[src/imlm_pkg.sv]
`default_nettype none

package imlm_pkg;

    // table sizing
    localparam int NUM_ENTRIES = 64;
    localparam int NUM_CPUS    = 8;
    localparam int NUM_LISTS   = NUM_CPUS + 3;

    // internal widths derived from the sizing
    localparam int ENT_W  = $clog2(NUM_ENTRIES);
    localparam int LST_W  = $clog2(NUM_LISTS);
    localparam int CPU_W  = $clog2(NUM_CPUS + 1);
    localparam int STEP_W = $clog2(NUM_ENTRIES + 1);

    // fixed field widths of the transaction payloads
    localparam int OP_W      = 1;
    localparam int LIST_ID_W = 4;
    localparam int ENTRY_W   = 6;
    localparam int HEAD_W    = 6;
    localparam int OWNER_W   = 4;

    // operation codes
    localparam logic [OP_W-1:0] OP_APPEND = 1'b0;
    localparam logic [OP_W-1:0] OP_REMOVE = 1'b1;

    // input transaction
    typedef struct packed {
        logic [OP_W-1:0]      operation;
        logic [LIST_ID_W-1:0] list_id;
        logic [ENTRY_W-1:0]   entry_index;
    } t_in_item;

    // result transaction
    typedef struct packed {
        logic               status;
        logic               head_valid;
        logic [HEAD_W-1:0]  head_index;
        logic [OWNER_W-1:0] entry_owner;
    } t_out_item;

    // read address source for the link memory
    typedef enum logic [1:0] {
        NSEL_HEAD,
        NSEL_DATA,
        NSEL_ENT
    } t_nsel;

    // source of a new list head
    typedef enum logic {
        HW_ENT,
        HW_NEXT
    } t_hsel;

    // source of the walk pointer
    typedef enum logic {
        CUR_HEAD,
        CUR_DATA
    } t_csel;

    // controller to datapath commands
    typedef struct packed {
        logic  load;
        logic  set_fail;
        logic  rd_next;
        t_nsel nsel;
        logic  cur_ld;
        t_csel csel;
        logic  steps_clr;
        logic  steps_inc;
        logic  head_wr;
        t_hsel hsel;
        logic  nx_wr_ent;
        logic  nx_wr_data;
        logic  nx_clr;
        logic  cpu_wr;
        logic  rd_cpu;
        logic  res_load;
    } t_dp_cmd;

    // datapath to controller status
    typedef struct packed {
        logic lst_ok;
        logic ent_ok;
        logic is_rm;
        logic lst_cpu;
        logic head_v;
        logic head_is_ent;
        logic nx_link;
        logic nx_is_ent;
        logic steps_full;
        logic steps_last;
        logic out_free;
    } t_dp_stat;

endpackage

`default_nettype wire

[src/imlm_ram.sv]
`default_nettype none

module imlm_ram #(
    parameter int WIDTH = 8,
    parameter int DEPTH = 64
) (
    input  wire logic                     i_clk,
    input  wire logic                     i_we,
    input  wire logic [$clog2(DEPTH)-1:0] i_waddr,
    input  wire logic [WIDTH-1:0]         i_wdata,
    input  wire logic                     i_re,
    input  wire logic [$clog2(DEPTH)-1:0] i_raddr,
    output logic      [WIDTH-1:0]         o_rdata
);

    logic [WIDTH-1:0] r_mem [DEPTH];
    logic [WIDTH-1:0] r_rdata;

    // one write port, one registered read port
    always_ff @(posedge i_clk) begin
        if (i_we) begin
            r_mem[i_waddr] <= i_wdata;
        end
        if (i_re) begin
            r_rdata <= r_mem[i_raddr];
        end
    end

    assign o_rdata = r_rdata;

endmodule

`default_nettype wire

[src/imlm_ctrl.sv]
`default_nettype none

module imlm_ctrl
    import imlm_pkg::*;
(
    input  wire logic     i_clk,
    input  wire logic     i_rst_n,
    input  wire logic     i_in_valid,
    output logic          o_ready,
    input  wire t_dp_stat i_stat,
    output t_dp_cmd       o_cmd
);

    localparam logic [3:0] S_IDLE   = 4'd0;
    localparam logic [3:0] S_CHECK  = 4'd1;
    localparam logic [3:0] S_A_WALK = 4'd2;
    localparam logic [3:0] S_R_WALK = 4'd3;
    localparam logic [3:0] S_R_HEAD = 4'd4;
    localparam logic [3:0] S_R_LINK = 4'd5;
    localparam logic [3:0] S_CLR    = 4'd6;
    localparam logic [3:0] S_OWN    = 4'd7;
    localparam logic [3:0] S_FIN    = 4'd8;

    logic [3:0] r_state;
    logic [3:0] n_state;

    assign o_ready = (r_state == S_IDLE);

    // state register
    always_ff @(posedge i_clk) begin
        if (!i_rst_n) begin
            r_state <= S_IDLE;
        end else begin
            r_state <= n_state;
        end
    end

    // next state and command decode
    always_comb begin
        n_state = r_state;
        o_cmd   = '0;
        unique case (r_state)
            S_IDLE: begin
                if (i_in_valid) begin
                    o_cmd.load = 1'b1;
                    n_state    = S_CHECK;
                end
            end
            S_CHECK: begin
                priority if (!i_stat.lst_ok || !i_stat.ent_ok) begin
                    o_cmd.set_fail = 1'b1;
                    n_state        = S_OWN;
                end else if (!i_stat.is_rm) begin
                    if (!i_stat.head_v) begin
                        o_cmd.head_wr = 1'b1;
                        o_cmd.hsel    = HW_ENT;
                        n_state       = S_CLR;
                    end else begin
                        o_cmd.cur_ld    = 1'b1;
                        o_cmd.csel      = CUR_HEAD;
                        o_cmd.steps_clr = 1'b1;
                        o_cmd.rd_next   = 1'b1;
                        o_cmd.nsel      = NSEL_HEAD;
                        n_state         = S_A_WALK;
                    end
                end else if (!i_stat.head_v) begin
                    o_cmd.set_fail = 1'b1;
                    n_state        = S_OWN;
                end else if (i_stat.head_is_ent) begin
                    o_cmd.rd_next = 1'b1;
                    o_cmd.nsel    = NSEL_ENT;
                    n_state       = S_R_HEAD;
                end else begin
                    o_cmd.cur_ld    = 1'b1;
                    o_cmd.csel      = CUR_HEAD;
                    o_cmd.steps_clr = 1'b1;
                    o_cmd.rd_next   = 1'b1;
                    o_cmd.nsel      = NSEL_HEAD;
                    n_state         = S_R_WALK;
                end
            end
            // walk to the tail, one link per cycle
            S_A_WALK: begin
                priority if (i_stat.nx_link && i_stat.steps_full) begin
                    o_cmd.set_fail = 1'b1;
                    n_state        = S_OWN;
                end else if (i_stat.nx_link) begin
                    o_cmd.cur_ld    = 1'b1;
                    o_cmd.csel      = CUR_DATA;
                    o_cmd.steps_inc = 1'b1;
                    o_cmd.rd_next   = 1'b1;
                    o_cmd.nsel      = NSEL_DATA;
                end else begin
                    o_cmd.nx_wr_ent = 1'b1;
                    n_state         = S_CLR;
                end
            end
            // search for the predecessor of the entry
            S_R_WALK: begin
                priority if (!i_stat.nx_link) begin
                    o_cmd.set_fail = 1'b1;
                    n_state        = S_OWN;
                end else if (i_stat.nx_is_ent) begin
                    o_cmd.rd_next = 1'b1;
                    o_cmd.nsel    = NSEL_ENT;
                    n_state       = S_R_LINK;
                end else if (i_stat.steps_last) begin
                    o_cmd.set_fail = 1'b1;
                    n_state        = S_OWN;
                end else begin
                    o_cmd.cur_ld    = 1'b1;
                    o_cmd.csel      = CUR_DATA;
                    o_cmd.steps_inc = 1'b1;
                    o_cmd.rd_next   = 1'b1;
                    o_cmd.nsel      = NSEL_DATA;
                end
            end
            S_R_HEAD: begin
                o_cmd.head_wr = 1'b1;
                o_cmd.hsel    = HW_NEXT;
                n_state       = S_CLR;
            end
            S_R_LINK: begin
                o_cmd.nx_wr_data = 1'b1;
                n_state          = S_CLR;
            end
            // terminate the entry and, when it is appended to a CPU list, record its owner
            S_CLR: begin
                o_cmd.nx_clr = 1'b1;
                o_cmd.cpu_wr = !i_stat.is_rm && i_stat.lst_cpu;
                n_state      = S_OWN;
            end
            S_OWN: begin
                o_cmd.rd_cpu = 1'b1;
                n_state      = S_FIN;
            end
            S_FIN: begin
                if (i_stat.out_free) begin
                    o_cmd.res_load = 1'b1;
                    n_state        = S_IDLE;
                end
            end
            default: begin
                n_state = S_IDLE;
            end
        endcase
    end

endmodule

`default_nettype wire

[src/imlm_dp.sv]
`default_nettype none

module imlm_dp
    import imlm_pkg::*;
(
    input  wire logic      i_clk,
    input  wire logic      i_rst_n,
    input  wire t_in_item  i_in_data,
    input  wire t_dp_cmd   i_cmd,
    output t_dp_stat       o_stat,
    output logic           o_out_valid,
    input  wire logic      i_out_stall,
    output t_out_item      o_out_data
);

    t_in_item          r_item;
    logic              r_fail;
    logic [ENT_W-1:0]  r_cur;
    logic [STEP_W-1:0] r_steps;

    // list heads
    logic [NUM_LISTS-1:0] r_head_v;
    logic [ENT_W-1:0]     r_head [NUM_LISTS];

    // per-entry valid bits for the link and owner memories
    logic [NUM_ENTRIES-1:0] r_nv_bits;
    logic [NUM_ENTRIES-1:0] r_cv_bits;
    logic                   r_nv;
    logic                   r_cv;

    logic [ENT_W-1:0] nx_rdata;
    logic [CPU_W-1:0] cpu_rdata;
    logic [ENT_W-1:0] nx_raddr;
    logic             nx_we;
    logic [ENT_W-1:0] nx_wdata;

    logic [31:0]      ent32;
    logic [31:0]      lst32;
    logic [ENT_W-1:0] ent_idx;
    logic [LST_W-1:0] lst_idx;
    logic             ent_ok;
    logic             lst_ok;
    logic             head_v;
    logic [ENT_W-1:0] head;
    logic [31:0]      head32;
    logic [31:0]      owner32;

    t_out_item r_out;
    logic      r_out_v;

    // item fields resized to the table
    assign ent32   = 32'(r_item.entry_index);
    assign lst32   = 32'(r_item.list_id);
    assign ent_idx = ent32[ENT_W-1:0];
    assign lst_idx = lst32[LST_W-1:0];
    assign ent_ok  = ent32 < 32'(NUM_ENTRIES);
    assign lst_ok  = lst32 < 32'(NUM_LISTS);
    assign head_v  = lst_ok && r_head_v[lst_idx];
    assign head    = lst_ok ? r_head[lst_idx] : '0;

    // status to the controller
    always_comb begin
        o_stat.lst_ok      = lst_ok;
        o_stat.ent_ok      = ent_ok;
        o_stat.is_rm       = (r_item.operation == OP_REMOVE);
        o_stat.lst_cpu     = lst32 < 32'(NUM_CPUS);
        o_stat.head_v      = head_v;
        o_stat.head_is_ent = (head == ent_idx);
        o_stat.nx_link     = r_nv;
        o_stat.nx_is_ent   = (nx_rdata == ent_idx);
        o_stat.steps_full  = (r_steps == STEP_W'(NUM_ENTRIES));
        o_stat.steps_last  = (r_steps == STEP_W'(NUM_ENTRIES - 1));
        o_stat.out_free    = !r_out_v || !i_out_stall;
    end

    // item capture, walk pointer and step count
    always_ff @(posedge i_clk) begin
        if (i_cmd.load) begin
            r_item <= i_in_data;
        end
        if (i_cmd.cur_ld) begin
            r_cur <= (i_cmd.csel == CUR_HEAD) ? head : nx_rdata;
        end
        if (i_cmd.steps_clr) begin
            r_steps <= '0;
        end else if (i_cmd.steps_inc) begin
            r_steps <= r_steps + STEP_W'(1);
        end
    end

    // outcome flag
    always_ff @(posedge i_clk) begin
        if (!i_rst_n) begin
            r_fail <= 1'b0;
        end else if (i_cmd.load) begin
            r_fail <= 1'b0;
        end else if (i_cmd.set_fail) begin
            r_fail <= 1'b1;
        end
    end

    // list head table
    always_ff @(posedge i_clk) begin
        if (!i_rst_n) begin
            r_head_v <= '0;
        end else if (i_cmd.head_wr) begin
            r_head_v[lst_idx] <= (i_cmd.hsel == HW_ENT) ? 1'b1 : r_nv;
        end
    end

    always_ff @(posedge i_clk) begin
        if (i_cmd.head_wr) begin
            r_head[lst_idx] <= (i_cmd.hsel == HW_ENT) ? ent_idx : nx_rdata;
        end
    end

    // link memory addressing
    always_comb begin
        unique case (i_cmd.nsel)
            NSEL_HEAD: nx_raddr = head;
            NSEL_DATA: nx_raddr = nx_rdata;
            NSEL_ENT:  nx_raddr = ent_idx;
            default:   nx_raddr = ent_idx;
        endcase
    end

    assign nx_we    = i_cmd.nx_wr_ent || (i_cmd.nx_wr_data && r_nv);
    assign nx_wdata = i_cmd.nx_wr_ent ? ent_idx : nx_rdata;

    // link valid bits; a clear bit means end of list
    always_ff @(posedge i_clk) begin
        if (!i_rst_n) begin
            r_nv_bits <= '0;
            r_nv      <= 1'b0;
        end else begin
            if (i_cmd.nx_wr_ent) begin
                r_nv_bits[r_cur] <= 1'b1;
            end else if (i_cmd.nx_wr_data) begin
                r_nv_bits[r_cur] <= r_nv;
            end else if (i_cmd.nx_clr) begin
                r_nv_bits[ent_idx] <= 1'b0;
            end
            if (i_cmd.rd_next) begin
                r_nv <= r_nv_bits[nx_raddr];
            end
        end
    end

    imlm_ram #(
        .WIDTH (ENT_W),
        .DEPTH (NUM_ENTRIES)
    ) u_next_ram (
        .i_clk   (i_clk),
        .i_we    (nx_we),
        .i_waddr (r_cur),
        .i_wdata (nx_wdata),
        .i_re    (i_cmd.rd_next),
        .i_raddr (nx_raddr),
        .o_rdata (nx_rdata)
    );

    // owner valid bits; a clear bit means no owner
    always_ff @(posedge i_clk) begin
        if (!i_rst_n) begin
            r_cv_bits <= '0;
            r_cv      <= 1'b0;
        end else begin
            if (i_cmd.cpu_wr) begin
                r_cv_bits[ent_idx] <= 1'b1;
            end
            if (i_cmd.rd_cpu) begin
                r_cv <= r_cv_bits[ent_idx];
            end
        end
    end

    imlm_ram #(
        .WIDTH (CPU_W),
        .DEPTH (NUM_ENTRIES)
    ) u_cpu_ram (
        .i_clk   (i_clk),
        .i_we    (i_cmd.cpu_wr),
        .i_waddr (ent_idx),
        .i_wdata (lst32[CPU_W-1:0]),
        .i_re    (i_cmd.rd_cpu),
        .i_raddr (ent_idx),
        .o_rdata (cpu_rdata)
    );

    // result fields
    assign head32  = head_v ? 32'(head) : 32'd0;
    assign owner32 = (ent_ok && r_cv) ? 32'(cpu_rdata) : 32'(NUM_CPUS);

    // output register
    always_ff @(posedge i_clk) begin
        if (!i_rst_n) begin
            r_out_v <= 1'b0;
        end else if (i_cmd.res_load) begin
            r_out_v <= 1'b1;
        end else if (!i_out_stall) begin
            r_out_v <= 1'b0;
        end
    end

    always_ff @(posedge i_clk) begin
        if (i_cmd.res_load) begin
            r_out.status      <= r_fail;
            r_out.head_valid  <= head_v;
            r_out.head_index  <= head32[HEAD_W-1:0];
            r_out.entry_owner <= owner32[OWNER_W-1:0];
        end
    end

    assign o_out_valid = r_out_v;
    assign o_out_data  = r_out;

endmodule

`default_nettype wire

[src/indexed_multi_list_manager_top.sv]
`default_nettype none

// Linked-list manager for a fixed table of 64 entries shared by one run list per
// CPU plus sleeping, zombie and free lists. Each input transaction appends an
// entry at the tail of a list or removes it, and returns one result transaction
// with the outcome, the list's new head and the entry's owner CPU. One
// transaction is processed at a time. The walk along a list is bounded by the
// single read port of the link memory, which yields one link per cycle. A
// finished result waits in an output register, and the next input transaction
// is taken while it is still held.
module indexed_multi_list_manager_top
    import imlm_pkg::*;
(
    input  wire logic     i_clk,
    input  wire logic     i_rst_n,
    input  wire logic     i_in_valid,
    output logic          o_in_stall,
    input  wire t_in_item i_in_data,
    output logic          o_out_valid,
    input  wire logic     i_out_stall,
    output t_out_item     o_out_data
);

    t_dp_cmd  cmd;
    t_dp_stat stat;
    logic     ready;

    assign o_in_stall = !ready;

    // sequencer
    imlm_ctrl u_ctrl (
        .i_clk      (i_clk),
        .i_rst_n    (i_rst_n),
        .i_in_valid (i_in_valid),
        .o_ready    (ready),
        .i_stat     (stat),
        .o_cmd      (cmd)
    );

    // list tables, memories and result register
    imlm_dp u_dp (
        .i_clk       (i_clk),
        .i_rst_n     (i_rst_n),
        .i_in_data   (i_in_data),
        .i_cmd       (cmd),
        .o_stat      (stat),
        .o_out_valid (o_out_valid),
        .i_out_stall (i_out_stall),
        .o_out_data  (o_out_data)
    );

endmodule

`default_nettype wire

[config.mk]
export PLATFORM = sky130hd
export DESIGN_NAME = indexed_multi_list_manager_top
export DESIGN_NICKNAME = d
export VERILOG_FILES = /design/src/imlm_pkg.sv /design/src/imlm_ram.sv /design/src/imlm_ctrl.sv /design/src/imlm_dp.sv /design/src/indexed_multi_list_manager_top.sv
export SDC_FILE = /design/constraint.sdc
export NUM_CORES = 1
export LEC_CHECK = 0
export ABC_CLOCK_PERIOD_IN_PS = 4900
export BUFFER_PORTS_ARGS = -buffer_cell sky130_fd_sc_hd__buf_2
export CORE_ASPECT_RATIO = 0.8
export CORE_MARGIN = 2
export CORE_UTILIZATION = 63
export DETAILED_ROUTE_END_ITERATION = 8
export PLACE_DENSITY = 0.79
export SYNTH_ARGS = -nofsm -noshare
export SYNTH_HDL_FRONTEND = slang
export SYNTH_SLANG_ARGS = --single-unit
[constraint.sdc]
create_clock -name i_clk -period 4.9 [get_ports i_clk]
set_input_delay 0.49 -clock i_clk [delete_from_list [all_inputs] [get_ports i_clk]]
set_output_delay 0.49 -clock i_clk [all_outputs]
set_load 0.01 [all_outputs]
# Word-level counts from Yosys, hierarchy flattened
# Memories as Yosys holds them, arrays and structs flattened. A register that Yosys moved wholly into a read port is not among the register bits.
# Cells that the tools add are included.
# classes
n_lt_le_gt_ge,10
n_mux,86
reduce_logical,23
bitwise,5
eq_ne,18
add_sub_neg,1
# ops
operator,count
$mux 64,3
$or 64x64->64,2
$and 64x64->64,1
$bwmux 64,1
$not 64->64,1
$mux 6,8
$mux 4,11
$mux 1,37
$pmux 4 s8,1
$lt 6x7->1 const B,4
$mux 5,4
$pmux 6 s3,1
$eq 4x3->1 const B,4
$bmux 1 s6,2
$demux 1 s6,2
$eq 6x6->1,2
$ge 6x1->1 const B,2
$mux 2,6
$mux 3,4
$pmux 6 s2,1
$bwmux 11,1
$eq 4x2->1 const B,2
$logic_and 1x1->1,8
$lt 4x4->1 const B,2
other kinds (24),33
# word_totals
in_bits,15
regBits,183
out_inout_bits,14
ramBits,706
elab_cells,163
memories,3
# mem_list
memory,depth,width,read_ports,rd_ports_with_merged_regs,write_ports,line_no,text
u_dp.u_next_ram.r_mem,64,6,1,1,1,imlm_ram.sv:16,logic [WIDTH-1:0] r_mem [DEPTH];
u_dp.u_cpu_ram.r_mem,64,4,1,1,1,imlm_ram.sv:16,
u_dp.r_head,11,6,1,1,1,imlm_dp.sv:23,logic [ENT_W-1:0] r_head [NUM_LISTS];

# Longest topological paths before layout
# logic_depth
word_depth,12
mapped_depth,18
depth_no_buf,14

# Modules after synthesis
# Synthesis repeated with hierarchy kept, for this count alone.
# hier_totals
hier_cells,2576
hier_area_um2,38249.2
# by_module_without_submodules
mod,n_inst,seq_area_each_um2,area_per_inst_um2,cells_per_inst
imlm_ram at u_dp.u_next_ram,1,11711.2,15285.9,720
imlm_dp,1,5935.7,11987.7,1264
imlm_ram at u_dp.u_cpu_ram,1,7807.5,10447.5,521
imlm_ctrl,1,80.1,524.3,70
indexed_multi_list_manager_top,1,0.0,3.8,1

# Worst setup path before layout
# OpenSTA, ideal clock, no wires.
# synth_path
path_type,register -> register
from,reg u_dp.r_item (netlist bit u_dp.lst_idx[2])
to,"reg u_dp.u_next_ram.r_rdata[4], in the netlist u_dp.u_next_ram.o_rdata[4] (read register of u_dp.u_next_ram.r_mem), data pin"
setup_time_ns,0.256
path_slack_ns,0.464
arrival_ns,4.180
path_stages_with_launch,16
n_path_buf,4
required_ns,4.644
synth_period_minus_slack_ns,4.436
path_cell_list,edfxtp_1 -> clkbuf_1 -> a21oi_1 -> nor2_1 -> or3_1 -> o221ai_2 -> nor4_4 -> a31o_1 -> buf_6 -> mux2i_4 -> buf_6 -> buf_6 -> mux2_2 -> o211ai_1 -> nand4_1 -> and4_1
# synth_via
elab_chain_len,10
word_cells_on_any_way,17
cone_classes,order compare (1); eq/ne (2); mux (10); reduce/logical (4)
# synth_rtl
item,line_no,text
start: declaration,imlm_dp.sv:16,t_in_item r_item;
start signal: assignment,imlm_dp.sv:79,r_item <= i_in_data;
$lt 4x4->1,imlm_dp.sv:57,assign lst_ok = lst32 < 32'(NUM_LISTS);
$mux 6,imlm_dp.sv:59,assign head = lst_ok ? r_head[lst_idx] : '0;
$eq 6x6->1,imlm_dp.sv:68,o_stat.head_is_ent = (head == ent_idx);
$mux 2,imlm_ctrl.sv:69,end else if (i_stat.head_is_ent) begin
$mux 6,imlm_ctrl.sv:66,end else if (!i_stat.head_v) begin
$mux 6,imlm_ctrl.sv:53,end else if (!i_stat.is_rm) begin
$mux 6,imlm_ctrl.sv:50,priority if (!i_stat.lst_ok || !i_stat.ent_ok) begin
$pmux 6 s3,imlm_ctrl.sv:42,unique case (r_state)
$eq 2x1->1 or $logic_not 2->1 (tied branches),imlm_dp.sv:119,unique case (i_cmd.nsel)
$pmux 6 s2,imlm_dp.sv:119,
end: declaration,imlm_ram.sv:17,logic [WIDTH-1:0] r_rdata;
# Several ways; a longest one is shown, not always the timed one. The select of a mux whose other input is x is not followed.
# A chain may end at the register's enable or synchronous reset.

==> impl_metrics.ini <==
[run_status]
outcome = completed

[pwr]
power.density_nw_per_um2 = 520
peakVddDrop_uv = 409
p_leak_nw = 13.9

[clock_tree]
clk_path_buf_depth = 3
cts_sinks = 903
cts.clk_slew.worst_paths_ns = 0.07
numCtsBuffers = 84
cts_tree = built
cts_root_buf = clkbuf_16
clock_latency_ns = 0.65
h-tree-depth = 3

[timing]
report.final.slew_viol_count = 0
maxSlewHeadroom = 0.105
grt_setup_unrepaired = no
clock.fmax_mhz = 212
fin_crit_ns = 4.71
worst_slew_pin_slew_ns = 1.34
totalNegativeSetupSlack_ns = 0
clock_skew_ns = 0.0288
setup_viol = 0
fin_crit_sh = 0.962
hold_viol_final = 0

[global_route]
antenna_found_initial = 6
use_met1 = 0.460
grt_use_met3 = 0.0636
grt_usage = 0.308
busiest_layer = met1
first_global_vias = 23100
overflow = 0
gr-usage-met2 = 0.456
grt_max_degree = 88
grt_pass1_wl_mm = 143

[worst_setup_path]
crit_fanout = 62
path_class = reg2reg
critPathRequiredTime_ns = 5.29
cp-start-kind = flip-flop
crit_arrival_ns = 5.11
cp-end-kind = flip-flop

[final_layout]
diodes = 0
area_growth_pct = 9.99
design.final.nets = 2675
fin_util = 0.705
fill_cells = 3724
drive_above_1_share = 0.130

[placed_design]
port_buffers = 28
dp_hpwl_mm = 59.4
gp_congestion = 0.906

[drt]
drc_errors = 0
drt_iter0_drc = 3746
ant_nets = 0
wirelength_mm = 94.5
wl_per_cell_um = 27.0
num_vias = 23900
viasPerCell = 6.83
dr.pass1.iters = 8

[synthesis]
synth_area_sq_um = 37400
ys_ff_latch = 903
synthArstFlopShare = 0
syn_inst = 2635
synth-main-ff-cell = edfxtp_1
ys_seq_area_frac = 0.682
synth_edf_count = 745
ys_types = 76
yosys_warnings = 0
syn_avg_cell_area_sq_um = 14.2
mappedNetlistNets = 2652

[die]
rows = 79
die_x_um = 277
die_area_sq_um = 61400
start_util = 0.641
fp.dieH_um = 222
coreArea_sq_um = 58400
ioPinCount = 29

[hold_path]
hold_path_class = in2reg

[flow_run]
cap_violations = 0
[worst paths after layout]
| path | start | endpoint | cells after the start | slack, ns |
|---|---|---|---|---|
| max | flip-flop | u_dp.u_next_ram.o_rdata[5] | 15 | 0.19 |
| min | i_in_data[10] | u_dp.o_stat[8] | 1 | 0.02 |
| max reg2reg | flip-flop | u_dp.u_next_ram.o_rdata[5] | 15 | 0.19 |
| min reg2reg | u_dp.r_fail | u_dp.o_out_data[11] | 0 | 0.45 |
[metal layers]
layer,wire (um),vias up
met5,23,-
met4,3040,4
met3,10900,256
met2,42000,1552
met1,38600,11800
li1,-,10300
[power breakdown]
part           switching, mW  total [mW]  internal, mW
Clock                   2.80        6.43          3.63
Sequential             0.143        8.99          8.85
Combinational           3.87        5.97          2.10
Total                   6.81        21.4          14.6
[metrics by stage]
stage | std cells | hold WS (ns) | worst slack [ns] | instance area (sq um) | total power, mW
2_1_floorplan | 2635 | 0.409 | 0.464 | 37400 | 13.2
3_3_place_gp | 3337 | 0.430 | 0.310 | 38400 | 14.8
3_5_place_dp | 3337 | 0.431 | 0.186 | 38400 | 14.9
4_1_cts | 3496 | 0.00234 | 0.137 | 41100 | 21.3
5_1_grt | 3498 | 0.0109 | 0.0242 | 41200 | 22.1
6_report | 3498 | 0.0222 | 0.186 | 41200 | 21.4
[layout by cell type (no fill, tap or decap), types with 20 or more instances in the layout]
cell / synthesis / final
a21boi_0: 20 / 20
a21oi_1: 57 / 57
a22oi_1: 159 / 159
buf_2: 13 / 27
buf_4: 13 / 73
clkbuf_1: 108 / 22
clkbuf_16: 0 / 87
dfxtp_1: 158 / 157
edfxtp_1: 745 / 745
mux2_2: 81 / 81
mux2i_1: 239 / 236
nand2_1: 169 / 169
nand2b_1: 20 / 20
nand3_1: 21 / 21
nand4_1: 60 / 60
nor2_1: 194 / 192
nor2b_1: 52 / 52
o211ai_1: 61 / 61
o21a_1: 100 / 100
o21ai_0: 29 / 29
o22ai_1: 61 / 61
[area by class of cell]
| cell class | count | area [sq um] | share of cell area |
|---|---|---|---|
| Sequential cell | 903 | 25500 | 0.620 |
| Multi-Input combinational cell | 1540 | 11000 | 0.266 |
| Clock buffer | 119 | 2400 | 0.0582 |
| Tap cell | 769 | 962 | 0.0234 |
| Timing Repair Buffer | 113 | 938 | 0.0228 |
| Clock inverter | 38 | 307 | 0.00745 |
| Inverter | 16 | 60.1 | 0.00146 |
[state kept, by name (all words and copies together) (netlist names), 4 cells and up, named ones only]
name and count:
u_dp.r_cur 6, u_dp.r_head 66, u_dp.r_cv_bits 64, u_ctrl.r_state 4
u_dp.lst_idx 4, u_dp.u_next_ram.o_rdata 6, u_dp.ent_idx 6, u_dp.r_head_v 11
u_dp.o_out_data 12, u_dp.r_nv_bits 64, u_dp.u_next_ram.r_mem 384, u_dp.r_steps 7
u_dp.u_cpu_ram.r_mem 256, u_dp.u_cpu_ram.o_rdata 4
[kinds of logic (layout without fill, tap and decap cells)]
kind of cell             count (synthesis)  in the layout  synth area share
AO/OA/AOI/OAI                          573            573             0.111
XOR/XNOR                                12             12           0.00281
adder cells (fa/ha/maj)                  2              2          0.000668
buffers and inverters                  192            286            0.0268
flip-flops                             903            903             0.682
multiplexers                           343            343            0.0982
AND/OR/NAND/NOR                        610            610            0.0786
[cells in the mapped netlist (60+ instances only)]
| cell type | count | area [sq um] |
|---|---|---|
| nand4_1 | 60 | 375 |
| a22oi_1 | 159 | 1190 |
| clkbuf_1 | 108 | 405 |
| edfxtp_1 | 745 | 22400 |
| mux2_2 | 81 | 912 |
| mux2i_1 | 239 | 2390 |
| o22ai_1 | 61 | 382 |
| nand2_1 | 169 | 634 |
| o211ai_1 | 61 | 458 |
| dfxtp_1 | 158 | 3160 |
| o21a_1 | 100 | 751 |
| nor2_1 | 194 | 728 |
[worst max-delay path, stage by stage (launching register included)]
cell,delay [ns]
dfxtp_1,0.58
buf_4,0.26
mux2_2,0.36
o22ai_1,0.21
o31a_1,0.15
o22ai_1,0.11
nor4_4,0.36
a31o_1,0.30
mux2i_4,0.28
buf_12,0.21
buf_16,0.34
mux2i_1,0.26
mux2i_1,0.11
a22oi_1,0.29
nand4_1,0.28
and4_1,0.31
[timing repair]
item / CTS / global route
setup endpoints to repair: 0 / 4
resized for setup: 0 / 4
hold buffers: 2 / 0
endpoints found under the hold margin: 2 / 0
setup buffers: 0 / 2
No activity file was read; power rests on OpenSTA's default activity.
